==> src/hdl/lge_pkg.sv <==
`default_nettype none

package lge_pkg;

   localparam int ROW_BITS  = 64;
   localparam int STORE_ROWS = 64;
   localparam int IDX_BITS  = 6;
   localparam int DIM_BITS  = 7;

   localparam logic [1:0] OP_WRITE = 2'd0;
   localparam logic [1:0] OP_STEP  = 2'd1;
   localparam logic [1:0] OP_READ  = 2'd2;

   localparam logic CSR_GRID_WIDTH  = 1'b0;
   localparam logic CSR_GRID_HEIGHT = 1'b1;

   localparam logic [3:0] BIRTH_COUNT   = 4'd3;
   localparam logic [3:0] SURVIVE_LOW   = 4'd2;
   localparam logic [3:0] SURVIVE_HIGH  = 4'd3;

   typedef enum logic [1:0] {
      ST_IDLE,
      ST_READ_OUT,
      ST_LOAD,
      ST_ROW
   } state_type;

   typedef enum logic [1:0] {
      ADDR_REQ,
      ADDR_ZERO,
      ADDR_NEXT
   } addr_sel_type;

   typedef struct packed {
      logic         write_row;
      logic         rd_en;
      addr_sel_type addr_sel;
      logic         load_idx;
      logic         clear_all;
      logic         start_step;
      logic         load_here;
      logic         commit_row;
      logic         emit_read;
   } cmd_type;

   typedef struct packed {
      logic out_free;
      logic height_zero;
      logic last_row;
   } status_type;

   // Next state of one cell from its eight neighbors under B3/S23.
   function automatic logic life_next(logic alive, logic [7:0] nbr);
      logic [3:0] cnt;
      cnt = 4'd0;
      for (int i = 0; i < 8; i++) begin
         cnt = cnt + {3'd0, nbr[i]};
      end
      if (alive) begin
         return (cnt >= SURVIVE_LOW) && (cnt <= SURVIVE_HIGH);
      end
      return cnt == BIRTH_COUNT;
   endfunction

endpackage

`default_nettype wire

==> src/hdl/lge_ctrl.sv <==
`default_nettype none

module lge_ctrl
   import lge_pkg::*;
(
   input  wire logic       clock,
   input  wire logic       reset,
   input  wire logic       req_valid,
   input  wire logic [1:0] req_opcode,
   output logic            req_stall,
   input  wire status_type status,
   output cmd_type         cmd
);

   state_type state_ff;
   state_type state_in;

   always_ff @(posedge clock) begin
      if (reset) begin
         state_ff <= ST_IDLE;
      end else begin
         state_ff <= state_in;
      end
   end

   always_comb begin
      state_in  = state_ff;
      cmd       = '0;
      cmd.addr_sel = ADDR_NEXT;
      req_stall = 1'b1;
      case (state_ff)
         ST_IDLE: begin
            req_stall = 1'b0;
            if (req_valid) begin
               case (req_opcode)
                  OP_WRITE: begin
                     cmd.write_row = 1'b1;
                  end
                  OP_READ: begin
                     cmd.rd_en    = 1'b1;
                     cmd.addr_sel = ADDR_REQ;
                     cmd.load_idx = 1'b1;
                     state_in     = ST_READ_OUT;
                  end
                  OP_STEP: begin
                     if (status.height_zero) begin
                        cmd.clear_all = 1'b1;
                     end else begin
                        cmd.rd_en      = 1'b1;
                        cmd.addr_sel   = ADDR_ZERO;
                        cmd.start_step = 1'b1;
                        state_in       = ST_LOAD;
                     end
                  end
                  default: begin
                  end
               endcase
            end
         end
         ST_READ_OUT: begin
            if (status.out_free) begin
               cmd.emit_read = 1'b1;
               state_in      = ST_IDLE;
            end
         end
         ST_LOAD: begin
            cmd.load_here = 1'b1;
            cmd.rd_en     = 1'b1;
            state_in      = ST_ROW;
         end
         ST_ROW: begin
            if (status.out_free) begin
               cmd.commit_row = 1'b1;
               cmd.rd_en      = 1'b1;
               if (status.last_row) begin
                  state_in = ST_IDLE;
               end
            end
         end
         default: begin
            state_in = ST_IDLE;
         end
      endcase
   end

endmodule

`default_nettype wire

==> config.mk <==
export PLATFORM = sky130hd
export DESIGN_NAME = lge_ctrl
export DESIGN_NICKNAME = d
export VERILOG_FILES = /design/src/hdl/lge_pkg.sv /design/src/hdl/lge_ctrl.sv
export SDC_FILE = /design/constraint.sdc
export NUM_CORES = 1
export LEC_CHECK = 0
export ABC_AREA = 1
export BUFFER_PORTS_ARGS = -buffer_cell sky130_fd_sc_hd__buf_2
export CORE_AREA = 2 2 39 41
export DETAILED_ROUTE_END_ITERATION = 8
export DIE_AREA = 0 0 41 43
export GPL_TIMING_DRIVEN = 0
export PLACE_DENSITY_LB_ADDON = 0.25
export SLEW_MARGIN = 20
export SYNTH_ARGS = -nofsm -noshare
export SYNTH_HDL_FRONTEND = slang
export SYNTH_SLANG_ARGS = --single-unit
export TNS_END_PERCENT = 10
==> constraint.sdc <==
create_clock -name clock -period 1.5 [get_ports clock]
set_clock_uncertainty 0.2 [all_clocks]
set_input_delay 0.15 -clock clock [delete_from_list [all_inputs] [get_ports clock]]
set_output_delay 0.15 -clock clock [all_outputs]
set_load 0.05 [all_outputs]
==> summary.md <==
| Metric | Value |
|---|---|
| Outcome | `finished with violations` |
| Failing checks | `setup timing` |
| Top reg by flops | `state_ff` |
| Iteration-0 DRC Markers | `6` |
| Total inserted antenna cells | `0` |
| EDFF count, synth | `0` |
| Vias in the first global route | `352` |
| Gpl congestion | `0.706` |
| Post-Syn Nets | `65` |
| Number of max-cap violations | `0` |
| CTS tree | `built` |
| Drt total wl | `914 um` |
| Reg2Reg Launch Point | `state_ff[0]` |
| Final setup violation count | `5` |
| Cell area power density | `1870 mW/mm^2` |
| Chip Height | `43 um` |
| Fillers | `144` |
| Initial core utilization | `22.8%` |
| Max clock buf depth | `2` |
| Synth area leader | `inv_1` |
| CP max FO | `3` |
| Pleak | `0.346 nW` |
| Number of buffers created by CTS | `3` |
| P&R area growth vs syn | `113%` |
| Top cells by count, synth | `inv_1 (11), nand2_1 (9), nor2_1 (7)` |
| Grt ovf | `0` |
| RSZ-0062 raised after global routing | `true` |
| WS Path Type | `primary input to primary output` |
| Ys flop type | `dfxtp_1` |
| Register bit total from synthesis | `2` |
| Type of origin of the critical path | `primary input` |
| Initial antenna violation count | `0` |
| Mapped cell area | `315 um^2` |
| Pwr Total | `1.26 mW` |
| GR Util All Layers | `11.3%` |
| Peak supply drop | `815 uV` |
| Die area | `0.00176 mm^2` |
| Via count | `420` |
| Final setup TNS | `-0.440 ns` |
| Worst-path clk slew | `0.03 ns` |
| Max FFs per register | `2` |
| Top-area cell type share of the netlist area | `13.1%` |
| Syn Inst Count | `54` |
| Die X | `41 um` |
| DP Wirelength | `642 um` |
| Count leader, synth | `inv_1` |
| Largest net degree at the start of global routing | `7` |
| Fmax | `612 MHz` |
| Reg-to-reg endpoint | `state_ff[0]` |
| Routed len/inst | `9.23 um` |
| Num rows | `14` |
| Seq/Total Area, Yosys | `12.7%` |
| Reg-to-reg setup timing slack | `0.17 ns` |
| Depth of the CTS H-tree | `1` |
| Synth Warn # | `0` |
| Synth area leaders | `inv_1 (13%), dfxtp_1 (13%), ha_1 (12%)` |
| Worst-margin pin slew | `0.290 ns` |
| Max Slew Vio Count | `0` |
| Worst R2R Path Depth | `9` |
| Period Utilization, post-route | `109%` |
| # port buffers | `18` |
| Ports | `19` |
| HP Class | `primary input to register` |
| Cell area after layout | `671 um^2` |
| Share of cells above drive strength 1 | `60.2%` |
| Worst skew pair latency | `0.23 ns` |
| Area after DPL | `485 um^2` |
| Root buf cell | `clkbuf_4` |
| Crit path launch | `req_opcode[1]` |
| Number of remaining DRC errors | `0` |
| Final Hold Violating Endpoints | `0` |
| Largest registers | `state_ff (2)` |
| Hold path depth | `6` |
| Syn_area_per_cell | `5.84 um^2` |
| Setup WS post-layout | `-0.135 ns` |
| Core Box Area | `0.00138 mm^2` |
| Worst setup EP type | `primary output` |
| First-pass DRT Iterations | `4` |
| CP Data Required Time | `1.15 ns` |
| Final worst path period need | `1.63 ns` |
| Unique masters post-synth | `18` |
| Vias per cell | `4.24` |
| First-pass GRT wire length | `1320 um` |
| Detail Route Antenna Nets | `0` |
| Worst EP arrival | `1.28 ns` |
| CTS sink cnt | `2` |
| End point of the critical path | `cmd[6]` |
| Final #Nets | `96` |
| Asr flop ratio synth | `0%` |
| Worst slew margin | `80.6%` |
## layer usage
layer	track usage, %	wire length (um)
met1	12.1	371
met5	0	0
met3	4.71	36
met2	17.8	492
met4	6.00	13
## critical path: stages
cell	delay [ns]
buf_8	0.10
inv_6	0.05
ha_4	0.15
inv_4	0.04
or2_4	0.26
nor3_4	0.27
buf_6	0.14
buf_8	0.13
## metrics by stage
stage          setup WS [ns]  hold slack (ns)  util, %  instances
2_1_floorplan         -0.272            0.105        -         54
3_3_place_gp          -0.256            0.198     35.1         88
3_5_place_dp          -0.269            0.208     35.1         88
4_1_cts               -0.156            0.198     44.3         96
5_1_grt               -0.195            0.229     48.5         99
6_report              -0.135            0.202     48.5         99
## cells by family after synthesis
kind of cell / after synthesis / synth area share, %
fa+ha+maj: 3 / 11.9
simple gates: 30 / 49.6
flops: 2 / 12.7
buf+inv: 14 / 17.9
compound gates: 5 / 7.93
## power by group
group,switching [mW],leakage (nW),internal (mW)
logic,0.623,0.315,0.364
clock network,0.0344,0.0138,0.0886
registers,0.0477,0.0178,0.0991
total,0.705,0.346,0.552
## area by class of cell
type / instances / area, um^2 / area share [%]
inverters: 13 / 58.8 / 8.77
plain buffers: 1 / 11.3 / 1.68
repair buffers: 26 / 225 / 33.6
well taps: 16 / 20.0 / 2.99
clock buffers: 3 / 22.5 / 3.36
flip-flops and latches: 2 / 47.5 / 7.09
multi-input cells: 38 / 285 / 42.5
## cell usage in the layout, fill, tap and decap left out, types with 2 or more instances in the layout
cell / netlist / routed
nor2_1: 7 / 5
dfxtp_4: 0 / 2
inv_4: 0 / 2
nor3_2: 2 / 2
buf_4: 1 / 8
nand2_1: 9 / 9
nor2_4: 1 / 2
nand3_1: 4 / 4
buf_8: 0 / 2
ha_1: 3 / 2
nor2_2: 2 / 3
buf_6: 0 / 9
buf_2: 0 / 7
nor3_4: 0 / 2
clkbuf_4: 0 / 3
inv_1: 11 / 10
## how the worst min path moves through the flow
stage / start / to / slack, ns
finish: status[1] / state_ff[1] / 0.20
global route: status[1] / state_ff[1] / 0.23
CTS: status[1] / state_ff[1] / 0.20
detailed placement: reset / state_ff[1] / 0.21
global placement: reset / state_ff[1] / 0.20
floorplan: reset / state_ff[1] / 0.11
## timing repair
action	4_1_cts	5_1_grt
endpoints found under the setup margin	11	11
setup buffers	4	3
gates resized for setup	22	12
hold buffers	1	0
pin swaps	4	3
endpoints found under the hold margin	2	0
Power figures use the tool's default switching activity.
