`src/hdl/lge_pkg.sv`:
```
`default_nettype none

package lge_pkg;

   localparam int ROW_BITS  = 64;
   localparam int STORE_ROWS = 64;
   localparam int IDX_BITS  = 6;
   localparam int DIM_BITS  = 7;

   localparam logic [1:0] OP_WRITE = 2'd0;
   localparam logic [1:0] OP_STEP  = 2'd1;
   localparam logic [1:0] OP_READ  = 2'd2;

   localparam logic CSR_GRID_WIDTH  = 1'b0;
   localparam logic CSR_GRID_HEIGHT = 1'b1;

   localparam logic [3:0] BIRTH_COUNT   = 4'd3;
   localparam logic [3:0] SURVIVE_LOW   = 4'd2;
   localparam logic [3:0] SURVIVE_HIGH  = 4'd3;

   typedef enum logic [1:0] {
      ST_IDLE,
      ST_READ_OUT,
      ST_LOAD,
      ST_ROW
   } state_type;

   typedef enum logic [1:0] {
      ADDR_REQ,
      ADDR_ZERO,
      ADDR_NEXT
   } addr_sel_type;

   typedef struct packed {
      logic         write_row;
      logic         rd_en;
      addr_sel_type addr_sel;
      logic         load_idx;
      logic         clear_all;
      logic         start_step;
      logic         load_here;
      logic         commit_row;
      logic         emit_read;
   } cmd_type;

   typedef struct packed {
      logic out_free;
      logic height_zero;
      logic last_row;
   } status_type;

   // Next state of one cell from its eight neighbors under B3/S23.
   function automatic logic life_next(logic alive, logic [7:0] nbr);
      logic [3:0] cnt;
      cnt = 4'd0;
      for (int i = 0; i < 8; i++) begin
         cnt = cnt + {3'd0, nbr[i]};
      end
      if (alive) begin
         return (cnt >= SURVIVE_LOW) && (cnt <= SURVIVE_HIGH);
      end
      return cnt == BIRTH_COUNT;
   endfunction

endpackage

`default_nettype wire

```
`src/hdl/lge_datapath.sv`:
```
`default_nettype none

module lge_datapath
   import lge_pkg::*;
#(
   parameter int MAX_WIDTH  = 64,
   parameter int MAX_HEIGHT = 64
) (
   input  wire logic                 clock,
   input  wire logic                 reset,
   input  wire logic [IDX_BITS-1:0]  req_row_index,
   input  wire logic [ROW_BITS-1:0]  req_row_cells,
   input  wire logic                 csr_write_enable,
   input  wire logic                 csr_index,
   input  wire logic [DIM_BITS-1:0]  csr_write_data,
   input  wire logic                 rsp_stall,
   output logic                      rsp_valid,
   output logic [IDX_BITS-1:0]       rsp_out_row_index,
   output logic [ROW_BITS-1:0]       rsp_out_row_cells,
   output logic                      rsp_last_row,
   input  wire cmd_type              cmd,
   output status_type                status
);

   localparam int WIDTH_CAP  = (MAX_WIDTH < ROW_BITS) ? MAX_WIDTH : ROW_BITS;
   localparam int HEIGHT_CAP = (MAX_HEIGHT < STORE_ROWS) ? MAX_HEIGHT : STORE_ROWS;
   localparam logic [DIM_BITS-1:0] WCAP = DIM_BITS'(WIDTH_CAP);
   localparam logic [DIM_BITS-1:0] HCAP = DIM_BITS'(HEIGHT_CAP);

   logic [DIM_BITS-1:0] width_ff;
   logic [DIM_BITS-1:0] height_ff;
   logic [DIM_BITS-1:0] eff_w;
   logic [DIM_BITS-1:0] eff_h;
   logic [ROW_BITS-1:0] col_mask;

   logic [ROW_BITS-1:0] mem [STORE_ROWS];
   logic [STORE_ROWS-1:0] valid_ff;
   logic [ROW_BITS-1:0] rd_data_ff;
   logic                rd_valid_ff;
   logic [ROW_BITS-1:0] rd_row;
   logic [IDX_BITS-1:0] rd_addr;

   logic [IDX_BITS-1:0] idx_ff;
   logic [DIM_BITS-1:0] row_ff;
   logic [DIM_BITS-1:0] row_in;
   logic [DIM_BITS-1:0] row_plus;
   logic [ROW_BITS-1:0] above_ff;
   logic [ROW_BITS-1:0] here_ff;
   logic [ROW_BITS-1:0] below;
   logic [ROW_BITS-1:0] fresh;

   logic [ROW_BITS+1:0] above_p;
   logic [ROW_BITS+1:0] here_p;
   logic [ROW_BITS+1:0] below_p;

   logic                wr_en;
   logic [IDX_BITS-1:0] wr_addr;
   logic [ROW_BITS-1:0] wr_data;

   logic                out_valid_ff;
   logic [IDX_BITS-1:0] out_idx_ff;
   logic [ROW_BITS-1:0] out_cells_ff;
   logic                out_last_ff;

   always_ff @(posedge clock) begin
      if (reset) begin
         width_ff  <= DIM_BITS'(ROW_BITS);
         height_ff <= DIM_BITS'(STORE_ROWS);
      end else if (csr_write_enable) begin
         if (csr_index == CSR_GRID_WIDTH) begin
            width_ff <= csr_write_data;
         end else begin
            height_ff <= csr_write_data;
         end
      end
   end

   assign eff_w = (width_ff > WCAP) ? WCAP : width_ff;
   assign eff_h = (height_ff > HCAP) ? HCAP : height_ff;

   always_comb begin
      for (int x = 0; x < ROW_BITS; x++) begin
         col_mask[x] = DIM_BITS'(x) < eff_w;
      end
   end

   assign row_plus = row_ff + DIM_BITS'(1);
   assign row_in   = cmd.commit_row ? row_plus : row_ff;

   always_comb begin
      case (cmd.addr_sel)
         ADDR_REQ:  rd_addr = req_row_index;
         ADDR_ZERO: rd_addr = '0;
         ADDR_NEXT: rd_addr = row_in[IDX_BITS-1:0] + IDX_BITS'(1);
         default:   rd_addr = '0;
      endcase
   end

   // Rows never written since reset or since a step dropped them read as dead.
   assign rd_row = rd_valid_ff ? (rd_data_ff & col_mask) : '0;
   assign below  = (row_plus < eff_h) ? rd_row : '0;

   assign above_p = {1'b0, above_ff, 1'b0};
   assign here_p  = {1'b0, here_ff, 1'b0};
   assign below_p = {1'b0, below, 1'b0};

   always_comb begin
      for (int x = 0; x < ROW_BITS; x++) begin
         fresh[x] = col_mask[x] & life_next(here_p[x+1],
            {above_p[x], above_p[x+1], above_p[x+2], here_p[x], here_p[x+2],
             below_p[x], below_p[x+1], below_p[x+2]});
      end
   end

   assign wr_en   = cmd.write_row | cmd.commit_row;
   assign wr_addr = cmd.write_row ? req_row_index : row_ff[IDX_BITS-1:0];
   assign wr_data = cmd.write_row ? req_row_cells : fresh;

   always_ff @(posedge clock) begin
      if (wr_en) begin
         mem[wr_addr] <= wr_data;
      end
      if (cmd.rd_en) begin
         rd_data_ff <= mem[rd_addr];
      end
   end

   always_ff @(posedge clock) begin
      if (reset) begin
         valid_ff    <= '0;
         rd_valid_ff <= 1'b0;
      end else begin
         if (cmd.rd_en) begin
            rd_valid_ff <= valid_ff[rd_addr];
         end
         if (cmd.clear_all) begin
            valid_ff <= '0;
         end else begin
            for (int k = 0; k < STORE_ROWS; k++) begin
               if (cmd.commit_row && status.last_row && DIM_BITS'(k) >= eff_h) begin
                  valid_ff[k] <= 1'b0;
               end
            end
            if (wr_en) begin
               valid_ff[wr_addr] <= 1'b1;
            end
         end
      end
   end

   always_ff @(posedge clock) begin
      if (cmd.load_idx) begin
         idx_ff <= req_row_index;
      end
      if (cmd.start_step) begin
         row_ff   <= '0;
         above_ff <= '0;
      end else begin
         row_ff <= row_in;
      end
      if (cmd.load_here) begin
         here_ff <= rd_row;
      end else if (cmd.commit_row) begin
         above_ff <= here_ff;
         here_ff  <= below;
      end
   end

   always_ff @(posedge clock) begin
      if (reset) begin
         out_valid_ff <= 1'b0;
      end else if (cmd.emit_read || cmd.commit_row) begin
         out_valid_ff <= 1'b1;
      end else if (!rsp_stall) begin
         out_valid_ff <= 1'b0;
      end
   end

   always_ff @(posedge clock) begin
      if (cmd.emit_read) begin
         out_idx_ff   <= idx_ff;
         out_cells_ff <= ({1'b0, idx_ff} < eff_h) ? rd_row : '0;
         out_last_ff  <= 1'b1;
      end else if (cmd.commit_row) begin
         out_idx_ff   <= row_ff[IDX_BITS-1:0];
         out_cells_ff <= fresh;
         out_last_ff  <= status.last_row;
      end
   end

   assign status.out_free    = !out_valid_ff || !rsp_stall;
   assign status.height_zero = eff_h == '0;
   assign status.last_row    = row_plus == eff_h;

   assign rsp_valid         = out_valid_ff;
   assign rsp_out_row_index = out_idx_ff;
   assign rsp_out_row_cells = out_cells_ff;
   assign rsp_last_row      = out_last_ff;

endmodule

`default_nettype wire

```
`config.mk`:
```
export PLATFORM = sky130hd
export DESIGN_NAME = lge_datapath
export DESIGN_NICKNAME = d
export VERILOG_FILES = /design/src/hdl/lge_pkg.sv /design/src/hdl/lge_datapath.sv
export SDC_FILE = /design/constraint.sdc
export NUM_CORES = 2
export LEC_CHECK = 0
export BUFFER_PORTS_ARGS = -buffer_cell sky130_fd_sc_hd__buf_4
export CELL_PAD_IN_SITES_DETAIL_PLACEMENT = 2
export CELL_PAD_IN_SITES_GLOBAL_PLACEMENT = 2
export CORE_MARGIN = 2
export CORE_UTILIZATION = 50
export DETAILED_ROUTE_END_ITERATION = 10
export GPL_TIMING_DRIVEN = 0
export PLACE_DENSITY_LB_ADDON = 0.1
export SYNTH_ARGS = -nofsm -noshare
export SYNTH_HDL_FRONTEND = slang
export SYNTH_SLANG_ARGS = --single-unit
```
`constraint.sdc`:
```
create_clock -name clock -period 10.7 [get_ports clock]
set_input_delay 1.07 -clock clock [delete_from_list [all_inputs] [get_ports clock]]
set_output_delay 1.07 -clock clock [all_outputs]
set_load 0.01 [all_outputs]
```
==> impl_metrics.py, run 1 <==
metrics = {
    "run_status": {
        "outcome": "stopped before the end",
        "lastStage": "detailed placement",
        "stop_error": "[ERROR DPL-0033] detailed placement checks failed during check placement.",
    },
    "synthesis": {
        "yosysTopAreaCellShare_pct": 70.1,
        "synthDistinctLibCells": 64,
        "syn_inst": 9221,
        "netlist_area_sq_um": 184000,
        "yosysSeqAreaShare_pct": 71.8,
        "yosys.area.top_type": "edfxtp_1",
        "syn_nets": 9767,
        "syn_avg_cell_area_sq_um": 20.0,
        "synthArstFlopShare_pct": 0,
        "synth_area_leaders": "edfxtp_1 (70%), mux4_2 (13%), mux2i_1 (5.3%)",
        "synth_flop_cell": "edfxtp_1",
        "ys_ff_latch": 4452,
        "synth_edf_count": 4300,
        "yosysWarnings": 0,
    },
    "die": {
        "die_w_um": 611,
        "io-pin-count": 167,
        "die_y_um": 611,
        "num_rows": 222,
        "start_util_pct": 50.3,
    },
    "placed_design": {
        "port_buffers": 161,
        "routabilityCongestion": 0.896,
        "dp_hpwl_mm": 495,
    },
}
## synthesized netlist by cell type, drive strengths merged (3+ instances only)
cell and n:
nand3b 62, and3 4, a31oi 13, or2 63, and2 12, a211o 7, nor3b 5, o21a 11
nand3 130, a21o 7, dfxtp 152, a2111oi 12, o21ai 219, nor3 26, nand4 14, ha 202
mux2 15, xnor2 3, edfxtp 4300, xor2 9, clkbuf 235, or3 7, o31ai 14, a21boi 5
o221ai 6, a21oi 121, o2111ai 18, inv 422, o211ai 9, a211oi 12, o22ai 73, nand2b 25
o21bai 5, nand2 199, buf 225, nor2b 20, mux2i 975, fa 252, mux4 1040, nor4 7
nor2 265
## metrics by stage
stage | area [sq um] | TNS [ns] | worst slack, ns | hold slack [ns]
global placement | 191000 | -7440.27 | -3.66 | 0.463
floorplan | 184000 | 0 | 2.54 | 0.439
## kinds of logic after synthesis
| family | count (synthesis) | synth area share [%] |
|---|---|---|
| xor gates and xnor gates | 13 | 0.0741 |
| AOI/OAI and AO/OA | 544 | 1.74 |
| DFF | 4452 | 71.8 |
| adders and majority gates | 454 | 4.11 |
| buffers and inverters | 883 | 1.96 |
| muxes | 2030 | 18.1 |
| and+or+nand+nor | 845 | 2.19 |
==> run 2: changes to the inputs <==
==> config.mk (replaced) <==
export PLATFORM = sky130hd
export DESIGN_NAME = lge_datapath
export DESIGN_NICKNAME = d
export VERILOG_FILES = /design/src/hdl/lge_pkg.sv /design/src/hdl/lge_datapath.sv
export SDC_FILE = /design/constraint.sdc
export NUM_CORES = 2
export LEC_CHECK = 0
export BUFFER_PORTS_ARGS = -buffer_cell sky130_fd_sc_hd__buf_4
export CORE_MARGIN = 2
export CORE_UTILIZATION = 40
export DETAILED_ROUTE_END_ITERATION = 10
export GPL_TIMING_DRIVEN = 0
export PLACE_DENSITY_LB_ADDON = 0.15
export SYNTH_ARGS = -nofsm -noshare
export SYNTH_HDL_FRONTEND = slang
export SYNTH_SLANG_ARGS = --single-unit
==> impl_metrics.py, run 2 <==
metrics = {
    "detailed_routing": {
        "routed_wl_mm": 535,
        "num_vias": 94100,
        "drt_pass1_iterations": 8,
        "drt-initial-drc-count": 9676,
        "drcViolationCount": 0,
        "routedWlPerCell_um": 32.1,
        "viasPerCell": 5.65,
        "postRouteAntennaNets": 0,
    },
    "finish": {
        "top_register": "mem",
        "drive_gt1_share_pct": 24.3,
        "layout_common_cells": "edfxtp_1 (4,300), mux4_2 (1,040), mux2i_1 (971), clkbuf_16 (467), inv_1 (400)",
        "syn2layout_area_growth_pct": 16.5,
        "fin_nets": 10600,
        "instances_no_fill": 16700,
        "fin_util_pct": 46.7,
        "final_area_sq_um": 214000,
        "final_common_cell": "edfxtp_1",
        "largest_reg_flops": 4096,
    },
    "placed_design": {
        "routabilityCongestion": 0.898,
        "placed_area_sq_um": 199000,
        "dp.cells": 15800,
        "dp_hpwl_mm": 387,
        "port_buffers": 161,
    },
    "sta": {
        "timing.hold.ws_ns": 0.311,
        "worstMarginPinSlew_ns": 1.53,
        "tns_ns": 0,
        "hold_viol": 0,
        "max_freq_mhz": 108,
        "setup_viol": 0,
        "finalClockSkew_ns": 0.0715,
        "period_share_pct": 86.6,
        "period_minus_slack_ns": 9.27,
        "final_max_slew_viol_count": 2,
        "rsz0062_at_grt": "false",
        "max_slew_margin_pct": -4.91,
    },
    "clock_network": {
        "path_clk_slew_ns": 0.06,
        "cts_hold_buf": 0,
        "clock_sinks": 4452,
        "numCtsBuffers": 459,
        "cts_max_level": 5,
        "clockBufferDepth": 4,
        "cts_setup_buffers": 0,
        "cts_resized": 0,
        "clk_latency_ns": 1.02,
        "cts_tree": "yes",
        "cts_root_buffer": "clkbuf_16",
    },
    "synthesis": {
        "ys_top_cells_by_count": "edfxtp_1 (4,300), mux4_2 (1,040), mux2i_1 (975)",
        "synthArstFlopShare_pct": 0,
        "synthDistinctLibCells": 64,
        "yosys.area.top_type": "edfxtp_1",
        "netlist_area_sq_um": 184000,
        "syn_nets": 9767,
        "syn_inst": 9221,
        "syn_avg_cell_area_sq_um": 20.0,
        "yosysMostFrequentCell": "edfxtp_1",
        "synthSimpleGateAreaFrac_pct": 2.19,
        "synthXorXnorAreaFrac_pct": 0.0741,
        "synth_area_leaders": "edfxtp_1 (70%), mux4_2 (13%), mux2i_1 (5.3%)",
        "synth_top_family_by_area": "multiplexers",
        "post_synth_fa_ha_maj_area_fraction_pct": 4.11,
        "yosysTopAreaCellShare_pct": 70.1,
        "yosysWarnings": 0,
        "yosysSeqAreaShare_pct": 71.8,
        "synth_edf_count": 4300,
        "ys_ff_latch": 4452,
        "synth_compound_area_share_pct": 1.74,
        "synth_flop_cell": "edfxtp_1",
        "synthMuxAreaShare_pct": 18.1,
    },
    "die": {
        "core_area_sq_um": 459000,
        "start_util_pct": 40.1,
        "die_w_um": 682,
        "io-pin-count": 167,
        "dieArea_sq_um": 466000,
        "die_y_um": 682,
        "num_rows": 249,
    },
    "global_route": {
        "antenna_found_initial": 54,
        "grt_usage_pct": 22.8,
        "grt_max_degree": 67,
        "grt_pass1_vias": 96800,
        "grt_pass1_wl_mm": 746,
        "overflow": 0,
    },
    "worst_setup_path": {
        "required_ns": 11.50,
        "start_kind": "flop",
        "path_max_fanout": 48,
        "path_class": "flop to flop",
        "crit_path_end_kind": "flop",
        "worstPathArrival_ns": 10.07,
    },
    "pwr": {
        "switching_share_pct": 24.1,
        "power_frac_clock_pct": 40.4,
        "power_density_nw_per_um2": 187,
        "power_frac_comb_pct": 10.4,
        "p_sw_mw": 9.64,
        "sequentialPowerShare_pct": 49.2,
        "cell_internal_pwr_mw": 30.4,
        "ir_drop_mv": 0.149,
        "p_leak_nw": 73.2,
    },
    "run_status": {
        "outcome": "complete, but fails checks",
        "violations": "max-capacitance violations, max-slew violations",
    },
    "flow_run": {
        "max_cap_violations": 1,
    },
    "min_path": {
        "hp-class": "primary input to flop",
    },
}
-- run 2: cell counts after synthesis --
Identical to the previous run, type by type.
-- run 2: metrics by stage --
stage               worst slack (ns)  total power, mW
finish                          1.43             40.0
floorplan                       2.54             22.4
global placement               -3.81             24.1
CTS                             1.65             40.4
global route                    1.31             41.3
detailed placement              1.66             24.2
-- run 2: worst paths after layout --
path,start,endpoint,slack (ns),depth (start not counted)
worst min-delay path,req_row_index[0],idx_ff[0],0.31,1
worst max register to register,height_ff[3],mem[52][60],1.43,24
worst max-delay path,height_ff[3],mem[52][60],1.43,24
worst min register to register,valid_ff[2],valid_ff[2],0.48,2
-- run 2: worst max-delay path: stages (launching register included) --
cell       delay (ns)
dfxtp_1          0.31
clkbuf_1         0.39
clkinv_1         0.44
nor2_1           0.37
inv_1            0.25
ha_1             0.35
o21a_1           0.12
o21a_1           0.17
o21a_1           0.17
o21ai_1          0.77
and2_1           0.28
clkbuf_1         1.04
nand2b_1         0.41
fa_1             0.66
fa_1             0.41
inv_1            0.07
ha_1             0.15
inv_1            0.05
fa_1             0.37
a2111oi_0        0.36
a21oi_1          0.07
nor3_1           0.37
o21ai_0          0.37
o21ai_4          0.74
buf_12           0.29
-- run 2: metal layers --
| metal | GRT usage, % | vias up | wire length [um] |
|---|---|---|---|
| met4 | 5.69 | 6 | 14900 |
| met3 | 4.21 | 686 | 38300 |
| met2 | 37.5 | 3327 | 258000 |
| li1 | - | 39000 | - |
| met5 | 0 | - | 37 |
| met1 | 31.4 | 51100 | 224000 |
-- run 2: layout make-up --
type / instances / area (sq um)
Clock inverter: 306 / 3110
Clock buffer: 557 / 12000
Fill cell: 38600 / 245000
Inverter: 423 / 1650
Multi-Input combinational cell: 3886 / 49400
Buffer: 460 / 2050
Sequential cell: 4452 / 132000
Antenna cell: 32 / 80.1
Timing Repair Buffer: 403 / 6260
Tap cell: 6149 / 7690
-- run 2: cells by family after synthesis --
family	Yosys count
DFF	4452
muxes	2030
buffers and inverters	883
and+or+nand+nor	845
AOI/OAI and AO/OA	544
adders and majority gates	454
xor gates and xnor gates	13
-- run 2: power by group through the flow --
stage	Clock, mW	Combinational [mW]	Sequential (mW)
2_1_floorplan	0	2.32	20.1
3_3_place_gp	0	3.85	20.3
3_5_place_dp	0	4.18	20.1
4_1_cts	16.5	4.19	19.7
5_1_grt	17.1	4.46	19.7
6_report	16.2	4.16	19.7
No activity file was read; power rests on OpenSTA's default activity.
